## config.mk

```make
export PLATFORM = sky130hd
export DESIGN_NAME = text_terminal_cursor_engine_top
export DESIGN_NICKNAME = d
export VERILOG_FILES = /design/src/rtl/ttce_pkg.sv /design/src/rtl/text_terminal_cursor_engine_top.sv /design/src/rtl/ttce_cursor.sv /design/src/rtl/ttce_result_fifo.sv
export VERILOG_INCLUDE_DIRS = /design/src /design/src/rtl
export SDC_FILE = /design/constraint.sdc
export NUM_CORES = 1
export LEC_CHECK = 0
export ABC_AREA = 0
export BUFFER_PORTS_ARGS = -buffer_cell sky130_fd_sc_hd__buf_2
export CAP_MARGIN = 20
export CELL_PAD_IN_SITES_DETAIL_PLACEMENT = 1
export CELL_PAD_IN_SITES_GLOBAL_PLACEMENT = 1
export CORE_UTILIZATION = 52
export DETAILED_ROUTE_END_ITERATION = 16
export GPL_TIMING_DRIVEN = 0
export HOLD_SLACK_MARGIN = 0.15
export PLACE_DENSITY_LB_ADDON = 0.1
export SLEW_MARGIN = 30
export SYNTH_ARGS = -nofsm -noshare
export SYNTH_HDL_FRONTEND = slang
export SYNTH_SLANG_ARGS = --single-unit
```

## constraint.sdc

```tcl
create_clock -name clk -period 9.2 [get_ports clk]
set_input_delay 1.38 -clock clk [delete_from_list [all_inputs] [get_ports clk]]
set_output_delay 1.38 -clock clk [all_outputs]
set_load 0.02 [all_outputs]
```

## src/rtl/text_terminal_cursor_engine_top_defines.svh

```systemverilog
// ----------------------------------------------------------------------------
// text_terminal_cursor_engine_top_defines
// assertion macros shared by the terminal cursor engine
// ----------------------------------------------------------------------------
`ifndef TEXT_TERMINAL_CURSOR_ENGINE_TOP_DEFINES_SVH
`define TEXT_TERMINAL_CURSOR_ENGINE_TOP_DEFINES_SVH

// same-cycle implication, checked out of reset
`define TTCE_ASSERT_NOW(label, ante, cons) \
    label: assert property (@(posedge clk) disable iff (!rst_n) (ante) |-> (cons)) \
        else $error("ttce assertion failed");

// next-cycle implication, checked out of reset
`define TTCE_ASSERT_NEXT(label, ante, cons) \
    label: assert property (@(posedge clk) disable iff (!rst_n) (ante) |=> (cons)) \
        else $error("ttce assertion failed");

`endif

```

## src/rtl/ttce_pkg.sv

```systemverilog
// ----------------------------------------------------------------------------
// ttce_pkg
// types and constants of the text terminal cursor engine
// ----------------------------------------------------------------------------
package ttce_pkg;

    localparam int CHAR_W  = 8;
    localparam int POS_W   = 8;
    localparam int COLOR_W = 32;
    localparam int INDEX_W = 8;

    localparam logic [CHAR_W-1:0] CH_BS    = 8'd8;
    localparam logic [CHAR_W-1:0] CH_TAB   = 8'd9;
    localparam logic [CHAR_W-1:0] CH_LF    = 8'd10;
    localparam logic [CHAR_W-1:0] CH_FF    = 8'd12;
    localparam logic [CHAR_W-1:0] CH_CR    = 8'd13;
    localparam logic [CHAR_W-1:0] CH_SPACE = 8'd32;

    localparam logic KIND_WRITE = 1'b0;
    localparam logic KIND_CLEAR = 1'b1;

    localparam logic [INDEX_W-1:0] REG_COLUMNS = 8'd0;
    localparam logic [INDEX_W-1:0] REG_ROWS    = 8'd1;
    localparam logic [INDEX_W-1:0] REG_DEF_FG  = 8'd2;
    localparam logic [INDEX_W-1:0] REG_DEF_BG  = 8'd3;

    localparam logic [POS_W-1:0]   RST_COLUMNS = 8'd80;
    localparam logic [POS_W-1:0]   RST_ROWS    = 8'd25;
    localparam logic [COLOR_W-1:0] RST_DEF_FG  = 32'd15;
    localparam logic [COLOR_W-1:0] RST_DEF_BG  = 32'd0;

    localparam int RESULT_DEPTH = 4;

    typedef struct packed {
        logic               kind;
        logic [CHAR_W-1:0]  ch;
        logic [POS_W-1:0]   column;
        logic [POS_W-1:0]   row;
        logic [COLOR_W-1:0] fg;
        logic [COLOR_W-1:0] bg;
        logic               last;
    } result_t;

    typedef struct packed {
        logic [1:0] count;
        result_t    res0;
        result_t    res1;
    } run_t;

endpackage

```

## src/rtl/text_terminal_cursor_engine_top.sv

```systemverilog
// Text terminal cursor engine. One character transfer is taken every clock cycle
// while in_ready is high; its cell write and/or clear-screen results appear on the
// output channel from the next cycle on, one result per cycle while out_ready is
// high, drained from a RESULT_DEPTH-entry result queue. in_ready falls while fewer
// than two queue entries are free (a printable character wrapping the last row gives
// a write plus a clear). The output rate sets the sustained throughput. Screen size
// and default colors use the cfg port; the user must write it only while the engine is idle (not enforced).
// ----------------------------------------------------------------------------
// text_terminal_cursor_engine_top
// cursor tracking and cell/clear command generation for a text-mode screen
// ----------------------------------------------------------------------------
`include "text_terminal_cursor_engine_top_defines.svh"

module text_terminal_cursor_engine_top
#(
    parameter int RESULT_DEPTH = ttce_pkg::RESULT_DEPTH
)
(
    input  logic                          clk,
    input  logic                          rst_n,
    input  logic                          cfg_valid,
    output logic                          cfg_ready,
    input  logic [ttce_pkg::INDEX_W-1:0]  cfg_index,
    input  logic [ttce_pkg::COLOR_W-1:0]  cfg_data,
    input  logic                          in_valid,
    output logic                          in_ready,
    input  logic [ttce_pkg::CHAR_W-1:0]   char_code,
    input  logic                          use_item_colors,
    input  logic [ttce_pkg::COLOR_W-1:0]  item_foreground,
    input  logic [ttce_pkg::COLOR_W-1:0]  item_background,
    output logic                          out_valid,
    input  logic                          out_ready,
    output logic                          command_kind,
    output logic [ttce_pkg::CHAR_W-1:0]   cell_char,
    output logic [ttce_pkg::POS_W-1:0]    cell_column,
    output logic [ttce_pkg::POS_W-1:0]    cell_row,
    output logic [ttce_pkg::COLOR_W-1:0]  out_foreground,
    output logic [ttce_pkg::COLOR_W-1:0]  out_background,
    output logic                          last_of_run
);

    localparam int CNT_W = $clog2(RESULT_DEPTH+1);

    logic [ttce_pkg::POS_W-1:0]   columns_reg;
    logic [ttce_pkg::POS_W-1:0]   rows_reg;
    logic [ttce_pkg::COLOR_W-1:0] def_fg_reg;
    logic [ttce_pkg::COLOR_W-1:0] def_bg_reg;
    logic                         cfg_xfer;
    logic                         in_xfer;
    logic                         out_xfer;
    ttce_pkg::run_t               run;
    ttce_pkg::result_t            head;
    logic [CNT_W-1:0]             q_count;

    assign cfg_ready = 1'b1;
    assign cfg_xfer  = cfg_valid && cfg_ready;
    assign in_xfer   = in_valid && in_ready;
    assign out_xfer  = out_valid && out_ready;

    always_ff @(posedge clk or negedge rst_n)
    begin
        if (!rst_n)
        begin
            columns_reg <= ttce_pkg::RST_COLUMNS;
            rows_reg    <= ttce_pkg::RST_ROWS;
            def_fg_reg  <= ttce_pkg::RST_DEF_FG;
            def_bg_reg  <= ttce_pkg::RST_DEF_BG;
        end
        else if (cfg_xfer)
        begin
            case (cfg_index)
                ttce_pkg::REG_COLUMNS: columns_reg <= cfg_data[ttce_pkg::POS_W-1:0];
                ttce_pkg::REG_ROWS:    rows_reg    <= cfg_data[ttce_pkg::POS_W-1:0];
                ttce_pkg::REG_DEF_FG:  def_fg_reg  <= cfg_data;
                ttce_pkg::REG_DEF_BG:  def_bg_reg  <= cfg_data;
                default:               columns_reg <= columns_reg;
            endcase
        end
    end

    ttce_cursor u_cursor
    (
        .clk                (clk),
        .rst_n              (rst_n),
        .accept             (in_xfer),
        .char_code          (char_code),
        .use_item_colors    (use_item_colors),
        .item_foreground    (item_foreground),
        .item_background    (item_background),
        .screen_columns     (columns_reg),
        .screen_rows        (rows_reg),
        .default_foreground (def_fg_reg),
        .default_background (def_bg_reg),
        .run                (run)
    );

    ttce_result_fifo #(.DEPTH(RESULT_DEPTH)) u_fifo
    (
        .clk   (clk),
        .rst_n (rst_n),
        .push  (in_xfer),
        .run   (run),
        .pop   (out_xfer),
        .head  (head),
        .count (q_count)
    );

    assign in_ready       = q_count <= CNT_W'(RESULT_DEPTH - 2);
    assign out_valid      = q_count != '0;
    assign command_kind   = head.kind;
    assign cell_char      = head.ch;
    assign cell_column    = head.column;
    assign cell_row       = head.row;
    assign out_foreground = head.fg;
    assign out_background = head.bg;
    assign last_of_run    = head.last;

    // queue bookkeeping
    `TTCE_ASSERT_NOW(a_count_bound, 1'b1, q_count <= CNT_W'(RESULT_DEPTH))
    `TTCE_ASSERT_NOW(a_run_count, in_xfer, run.count <= 2'd2)
    `TTCE_ASSERT_NEXT(a_idle_item_holds, in_xfer && run.count == 2'd0 && !out_xfer, q_count == $past(q_count))
    `TTCE_ASSERT_NEXT(a_pop_only, out_xfer && !in_xfer, q_count == $past(q_count) - CNT_W'(1))

endmodule

```

## src/rtl/ttce_cursor.sv

```systemverilog
// ----------------------------------------------------------------------------
// ttce_cursor
// cursor state and per-character decode into up to two results
// ----------------------------------------------------------------------------
module ttce_cursor
(
    input  logic                          clk,
    input  logic                          rst_n,
    input  logic                          accept,
    input  logic [ttce_pkg::CHAR_W-1:0]   char_code,
    input  logic                          use_item_colors,
    input  logic [ttce_pkg::COLOR_W-1:0]  item_foreground,
    input  logic [ttce_pkg::COLOR_W-1:0]  item_background,
    input  logic [ttce_pkg::POS_W-1:0]    screen_columns,
    input  logic [ttce_pkg::POS_W-1:0]    screen_rows,
    input  logic [ttce_pkg::COLOR_W-1:0]  default_foreground,
    input  logic [ttce_pkg::COLOR_W-1:0]  default_background,
    output ttce_pkg::run_t                run
);

    logic [ttce_pkg::POS_W-1:0]   col_reg;
    logic [ttce_pkg::POS_W-1:0]   col_next;
    logic [ttce_pkg::POS_W-1:0]   row_reg;
    logic [ttce_pkg::POS_W-1:0]   row_next;
    logic [ttce_pkg::COLOR_W-1:0] fg;
    logic [ttce_pkg::COLOR_W-1:0] bg;
    logic [ttce_pkg::POS_W:0]     col_inc;
    logic [ttce_pkg::POS_W:0]     row_inc;
    logic                         col_wrap;
    logic                         row_wrap;
    logic [ttce_pkg::POS_W-1:0]   row_adv;
    logic [ttce_pkg::POS_W-1:0]   col_last;
    ttce_pkg::result_t            write_res;
    ttce_pkg::result_t            erase_res;
    ttce_pkg::result_t            clear_res;

    assign fg       = use_item_colors ? item_foreground : default_foreground;
    assign bg       = use_item_colors ? item_background : default_background;
    assign col_inc  = {1'b0, col_reg} + 9'd1;
    assign row_inc  = {1'b0, row_reg} + 9'd1;
    assign col_wrap = col_inc >= {1'b0, screen_columns};
    assign row_wrap = row_inc >= {1'b0, screen_rows};
    assign row_adv  = row_wrap ? '0 : row_inc[ttce_pkg::POS_W-1:0];
    assign col_last = (screen_columns == '0) ? '0 : screen_columns - 8'd1;

    assign write_res = '{kind: ttce_pkg::KIND_WRITE, ch: char_code, column: col_reg,
                         row: row_reg, fg: fg, bg: bg, last: 1'b1};
    assign erase_res = '{kind: ttce_pkg::KIND_WRITE, ch: ttce_pkg::CH_SPACE,
                         column: col_reg - 8'd1, row: row_reg, fg: fg, bg: bg,
                         last: 1'b1};
    assign clear_res = '{kind: ttce_pkg::KIND_CLEAR, ch: ttce_pkg::CH_SPACE,
                         column: '0, row: '0, fg: fg, bg: bg, last: 1'b1};

    always_comb
    begin
        col_next  = col_reg;
        row_next  = row_reg;
        run.count = 2'd0;
        run.res0  = write_res;
        run.res1  = clear_res;
        case (char_code)
            ttce_pkg::CH_CR:
            begin
                col_next = '0;
            end
            ttce_pkg::CH_LF:
            begin
                col_next = '0;
                row_next = row_adv;
                if (row_wrap)
                begin
                    run.count = 2'd1;
                    run.res0  = clear_res;
                end
            end
            ttce_pkg::CH_FF:
            begin
                run.count = 2'd1;
                run.res0  = clear_res;
            end
            ttce_pkg::CH_TAB:
            begin
                col_next = col_reg;
            end
            ttce_pkg::CH_BS:
            begin
                if (col_reg != '0)
                begin
                    col_next  = col_reg - 8'd1;
                    run.count = 2'd1;
                    run.res0  = erase_res;
                end
                else if (row_reg != '0)
                begin
                    row_next = row_reg - 8'd1;
                    col_next = col_last;
                end
            end
            default:
            begin
                run.count = 2'd1;
                if (col_wrap)
                begin
                    col_next = '0;
                    row_next = row_adv;
                    if (row_wrap)
                    begin
                        run.count     = 2'd2;
                        run.res0.last = 1'b0;
                    end
                end
                else
                begin
                    col_next = col_inc[ttce_pkg::POS_W-1:0];
                end
            end
        endcase
    end

    always_ff @(posedge clk or negedge rst_n)
    begin
        if (!rst_n)
        begin
            col_reg <= '0;
            row_reg <= '0;
        end
        else if (accept)
        begin
            col_reg <= col_next;
            row_reg <= row_next;
        end
    end

endmodule

```

## src/rtl/ttce_result_fifo.sv

```systemverilog
// ----------------------------------------------------------------------------
// ttce_result_fifo
// result queue taking up to two entries and giving one per cycle when popped
// ----------------------------------------------------------------------------
module ttce_result_fifo
#(
    parameter int DEPTH = ttce_pkg::RESULT_DEPTH
)
(
    input  logic                             clk,
    input  logic                             rst_n,
    input  logic                             push,
    input  ttce_pkg::run_t                   run,
    input  logic                             pop,
    output ttce_pkg::result_t                head,
    output logic [$clog2(DEPTH+1)-1:0]       count
);

    localparam int PTR_W = $clog2(DEPTH);
    localparam int CNT_W = $clog2(DEPTH+1);
    localparam logic [PTR_W-1:0] LAST_PTR = PTR_W'(DEPTH - 1);

    ttce_pkg::result_t      mem [DEPTH];
    logic [PTR_W-1:0]       wr_ptr_reg;
    logic [PTR_W-1:0]       wr_ptr_next;
    logic [PTR_W-1:0]       wr_ptr_plus1;
    logic [PTR_W-1:0]       wr_ptr_plus2;
    logic [PTR_W-1:0]       rd_ptr_reg;
    logic [PTR_W-1:0]       rd_ptr_next;
    logic [CNT_W-1:0]       count_reg;
    logic [CNT_W-1:0]       count_next;
    logic [CNT_W-1:0]       push_n;

    assign wr_ptr_plus1 = (wr_ptr_reg == LAST_PTR) ? '0 : wr_ptr_reg + PTR_W'(1);
    assign wr_ptr_plus2 = (wr_ptr_plus1 == LAST_PTR) ? '0 : wr_ptr_plus1 + PTR_W'(1);
    assign push_n       = push ? CNT_W'(run.count) : '0;

    always_comb
    begin
        case (push_n)
            CNT_W'(1): wr_ptr_next = wr_ptr_plus1;
            CNT_W'(2): wr_ptr_next = wr_ptr_plus2;
            default:   wr_ptr_next = wr_ptr_reg;
        endcase
        rd_ptr_next = rd_ptr_reg;
        if (pop)
        begin
            rd_ptr_next = (rd_ptr_reg == LAST_PTR) ? '0 : rd_ptr_reg + PTR_W'(1);
        end
        count_next = count_reg + push_n - CNT_W'(pop);
    end

    always_ff @(posedge clk)
    begin
        if (push_n != '0)
        begin
            mem[wr_ptr_reg] <= run.res0;
        end
        if (push_n == CNT_W'(2))
        begin
            mem[wr_ptr_plus1] <= run.res1;
        end
    end

    always_ff @(posedge clk or negedge rst_n)
    begin
        if (!rst_n)
        begin
            wr_ptr_reg <= '0;
            rd_ptr_reg <= '0;
            count_reg  <= '0;
        end
        else
        begin
            wr_ptr_reg <= wr_ptr_next;
            rd_ptr_reg <= rd_ptr_next;
            count_reg  <= count_next;
        end
    end

    assign head  = mem[rd_ptr_reg];
    assign count = count_reg;

endmodule

```

**Word level (Yosys, flattened, before mapping)**

Memory sizes are Yosys's and may differ from the RTL's.
Cells that the tools add are included.

- Bits in registers: 103
- Bits in writable memories: 360
- Input port bits: 118
- Output and inout bits: 93
- Logic and storage cells: 91
- Memories: 1

- Add/subtract/negate cells: 10
- Magnitude comparators: 3
- Equal/unequal tests: 16
- Multiplexer cells: 30
- Bitwise operators: 2
- Reductions and logical operators: 20

Memories:

| memory | depth | width | rd ports | clocked after Yosys merged registers in | wr ports | line | RTL |
|---|---|---|---|---|---|---|---|
| u_fifo.mem | 4 | 90 | 1 | 0 | 2 | ttce_result_fifo.sv:23 | `ttce_pkg::result_t mem [DEPTH];` |

Operator list:

| cell | count |
|---|---|
| $pmux W89 S3 | 1 |
| $mux W91 | 2 |
| $mux W32 | 2 |
| $mux W8 | 8 |
| $pmux W8 S3 | 2 |
| $eq A8 B4 Y1 const B | 5 |
| $sub A8 B1 Y8 const B | 3 |
| $add A8 B1 Y9 const B | 2 |
| $ge A9 B8 Y1 | 2 |
| $eq A8 B2 Y1 const B | 2 |
| $logic_not A8 Y1 | 2 |
| $reduce_bool A8 Y1 | 2 |
| $mux W2 | 6 |
| $reduce_bool A3 Y1 | 3 |
| $eq A8 B1 Y1 const B | 1 |
| $pmux W2 S4 | 1 |
| $reduce_and A2 Y1 | 4 |
| $add A2 B1 Y2 const B | 3 |
| $eq A2 B2 Y1 const B | 3 |
| $mux W1 | 6 |
| $reduce_or A2 Y1 | 3 |
| $reduce_and A5 Y1 | 1 |
| $pmux W2 S2 | 1 |
| $add A3 B3 Y3 | 1 |
| 13 further kinds | 15 |

**Longest topological paths before layout**

- Depth after elaboration: 9
- Depth in mapped cells: 21
- Mapped depth without buffers: 15

**By module**

Synthesis repeated with hierarchy kept, for this count alone.

- Cell total of the unflattened synthesis: 1655
- Area, all modules: 25170.4 sq um

By module, submodules not included:

| module | instances | cells an instance | area an instance (sq um) | seq. area each (sq um) |
|---|---|---|---|---|
| ttce_result_fifo | 1 | 920 | 17774.5 | 10985.5 |
| ttce_cursor | 1 | 555 | 4282.9 | 400.4 |
| text_terminal_cursor_engine_top | 1 | 180 | 3113.0 | 2013.2 |

**Worst setup path after synthesis**

OpenSTA, ideal clock, no wires.

- Kind: reg2reg
- From: register u_cursor.row_reg[1] (netlist name)
- To: memory u_fifo.mem[1][10] (netlist name) (enable)
- Library setup time: 0.390 ns
- Arrival time: 4.521 ns
- Required time: 8.810 ns
- Setup slack: 4.289 ns
- Cell stages (with the launch flop): 20
- Path buffers: 4
- Clock period less this slack: 4.911 ns
- Cells stage by stage: dfrtp_1 ha_1 nand3_1 or2_2 xnor2_1 ha_1 a21o_1 a2bb2oi_1 nand3_1 o211ai_1 clkbuf_1 nand2_1 nand3_1 ha_1 and2_1 buf_1 nor3_1 buf_2 buf_2 inv_2

RTL lines:

| element | line | RTL |
|---|---|---|
| start: declaration | ttce_cursor.sv:23 | `logic [ttce_pkg::POS_W-1:0] row_reg;` |
| start signal: assignment | ttce_cursor.sv:130 | `row_reg <= row_next;` |
| end: declaration | ttce_result_fifo.sv:23 |  |

==> key figures <==
Clocking
  • Clk sink count: 463
  • Num CTS Buffers: 50
  • Clk_lat worst skew: 0.60 ns
  • CTS tree: built
  • Max Root-Sink Buffers: 3
  • Reg clk slew, reported paths: 0.06 ns
  • # hold bufs at CTS: 0
  • H-Tree Level Count: 2
  • Setup Fix Bufs, Post-CTS: 0
  • Clock root cell: clkbuf_16
  • Post-CTS Resized: 0

Floorplanning
  • Core Box Area: 40190 um2
  • Initial Utilization: 0.5331
  • Die area: 42010 um2
  • # rows: 73
  • Die Y-Extent: 205.0 um
  • Die X: 205.0 um
  • I/O pins: 211

Critical path
  • Critical path's largest stage delay: 0.64 ns
  • Reg2Reg Launch Point: u_cursor.row_reg[2]
  • Critical-path cell list: clkbuf_1, nand3_1, nor2_1, and3_1, xor2_1, ha_1, nand3_1, nor2_1, a21o_1, clkbuf_1, clkbuf_1, o211ai_1, nand3_1, ha_1, and2_1, buf_1, nor3_1, buf_2, buf_2, inv_4, buf_16
  • R2R Path End: u_fifo.mem[2][21]
  • Crit path buf inv count: 8
  • CP arrival: 7.01 ns
  • Crit Path Category: reg2reg
  • Critical path's slowest cell: nor3_1
  • CP endpoint kind: register
  • Worst Reg-to-Reg Cells: 21
  • Largest delay share family, worst path: buffers and inverters
  • Flop2flop setup slack: 2.50 ns
  • Worst Path Max Fanout: 42
  • Required @ worst endpoint: 9.52 ns
  • Crit path launch type: register

Status
  • Status: finished, final reports clean

Timing
  • Actual slew at the worst max-slew pin: 1.023 ns
  • Final Hold Viols: 0
  • RSZ-0062 raised after global routing: false
  • Pins Over Slew Limit: 0
  • Final setup fails: 0
  • Final period util: 0.7278
  • Final TNS setup: 0 ns
  • Worst setup margin: 2.504 ns
  • Slew HR: 0.3135
  • Worst clock skew: 0.01919 ns
  • Period minus WS final: 6.696 ns
  • Maximum clock frequency: 149.3 MHz

Pwr
  • NetSw: 2.577 mW
  • Internal: 4.658 mW
  • Flop pwr share: 0.373
  • Clock power frac: 0.288
  • Part of the power in combinational logic: 0.339
  • VDD IR-drop max: 0.2005 mV
  • Sw frac: 0.3562
  • Leak: 10.15 nW
  • PwrDens: 289.8 nW/um2

Synth
  • Post-Syn Nets: 1914
  • Ys Warns: 0
  • Post-synth EDFFs: 256
  • Synthesized instance count: 1760
  • Yosys cell types: 75
  • Top cells by area, synth: edfxtp_1 36%, dfrtp_1 11%, dfxtp_1 9.7%
  • Mean Syn Cell Area: 12.17 um2
  • Top_reg_cell synth: edfxtp_1
  • Ys async rst share: 0.2225
  • Syn Std Cell Area: 21420 um2
  • Cell taking the most area after synthesis: edfxtp_1
  • Sequential cell area fraction in the yosys report: 0.5769
  • #FFs+latches synth: 463
  • Post-synth top area share: 0.3588

Cells and area
  • Max reg flops: 360
  • Most frequent cells in the layout: 305 x nor2_1, 256 x edfxtp_1, 241 x buf_2, 104 x dfxtp_1, 94 x dfrtp_1
  • Nets@finish: 2176
  • Final core occ: 0.6213
  • Area delta synth->final: 16.56%
  • Most common cell after layout, fill and taps aside: nor2_1
  • Fillers: 4147
  • Share of layout cells above drive strength 1: 0.2429

Detailed routing
  • Via density: 6.242
  • Final wirelength: 70770 um
  • # DRC: 0
  • Post-route ant nets: 0
  • Routed length per instance: 27.32 um
  • Vias: 16170
  • DRT Pass-1 Iters: 5
  • First DRT Iteration DRCs: 1365

Hold path
  • Hold EP: u_fifo.mem[2][82]
  • Min-delay src: u_fifo.mem[2][82]
  • Worst hold stages: 2
  • Hold WC Path Type: reg2reg

Placed design
  • Hpwl dp: 48550 um
  • RePlAce Congestion: 0.8723
  • Port bufs: 205
  • Pre-CTS setup slack: 2.702 ns

Flow run
  • Number of max-cap violations: 0

Global route
  • GR Overflow Total: 0
  • Gr usage total: 0.3435
  • Vias in the first global route: 17260
  • Initial antenna violation count: 0
  • Largest net degree at the start of global routing: 78
  • First-pass GRT wire length: 106800 um
-- cells in the mapped netlist, drive strengths merged, types with 9 or more instances --
cell	n
dfrtp	94
nand3	42
nor4	11
nor3	32
mux2	73
o21ai	87
inv	43
nand2	92
buf	54
and2	9
nand4	29
a21oi	82
clkbuf	76
xnor2	17
o2111ai	11
dfxtp	104
mux4	90
ha	35
o31ai	31
dfstp	9
edfxtp	256
mux2i	68
nor2	305
-- metal layers --
layer / vias up / GRT usage / routed length (um)
li1: 7031 / - / -
met1: 8290 / 0.4292 / 27460
met2: 674 / 0.5898 / 35830
met3: 173 / 0.04963 / 4064
met4: 0 / 0.1574 / 3410
met5: - / 0 / 0
-- power by group through the flow --
stage	logic [mW]	clock network [mW]	registers, mW
final	2.46	2.08	2.70
after floorplan	1.62	0	2.66
after global routing	2.62	2.17	2.72
after CTS	2.45	2.10	2.69
after detailed placement	2.42	0	2.72
after global placement	2.33	0	2.71
-- area by class of cell --
| cell class | count | area (um2) | area share |
|---|---|---|---|
| multi-input combinational | 1124 | 8373 | 0.3353 |
| clock inverter | 17 | 240.2 | 0.009621 |
| sequential | 463 | 12360 | 0.4949 |
| buffer | 130 | 551.8 | 0.02210 |
| clock buffer | 76 | 1440 | 0.05767 |
| inverter | 43 | 171.4 | 0.006865 |
| antenna | 2 | 5.005 | 0.0002004 |
| timing repair buffer | 210 | 1174 | 0.04700 |
| tap | 525 | 656.9 | 0.02631 |
-- stage by stage --
stage	std cells	power [mW]	hold WS [ns]	cell area, um2
floorplan	1760	4.280	0.4212	21420
finish	2590	7.236	0.4502	24970
global placement	2490	5.036	0.4336	23110
CTS	2588	7.236	0.4513	24950
detailed placement	2495	5.141	0.4419	23270
global route	2588	7.508	0.4761	24970
-- worst max-delay path by stage --
stage                             start                end  slack (ns)  cells past startpoint
global placement    u_cursor.row_reg[1]  u_fifo.mem[2][16]        2.14                     19
finish              u_cursor.row_reg[2]  u_fifo.mem[2][21]        2.50                     21
detailed placement  u_cursor.row_reg[2]  u_fifo.mem[2][16]        2.70                     20
floorplan           u_cursor.row_reg[1]  u_fifo.mem[1][10]        4.29                     19
global route        u_cursor.row_reg[0]  u_fifo.mem[2][16]        2.29                     20
CTS                 u_cursor.row_reg[2]  u_fifo.mem[1][13]        2.68                     21
-- worst register-to-register path: cells and delay by family (launching register included) --
| family | cells | cell delay [ns] |
|---|---|---|
| AO/OA/AOI/OAI | 2 | 0.72 |
| XOR/XNOR | 1 | 0.25 |
| adder cells (fa/ha/maj) | 2 | 0.59 |
| buffers and inverters | 8 | 2.54 |
| flip-flops | 1 | 0.35 |
| AND/OR/NAND/NOR | 8 | 1.96 |
-- cell families after synthesis --
logic type,after synthesis,share of synthesized area
flops,463,0.5769
compound gates,278,0.08101
other cells,1,0.0001750
buf+inv,173,0.03276
mux,231,0.1648
simple gates,554,0.1132
fa+ha+maj,36,0.02138
xor+xnor,24,0.009812
No activity file was read; power rests on OpenSTA's default activity.
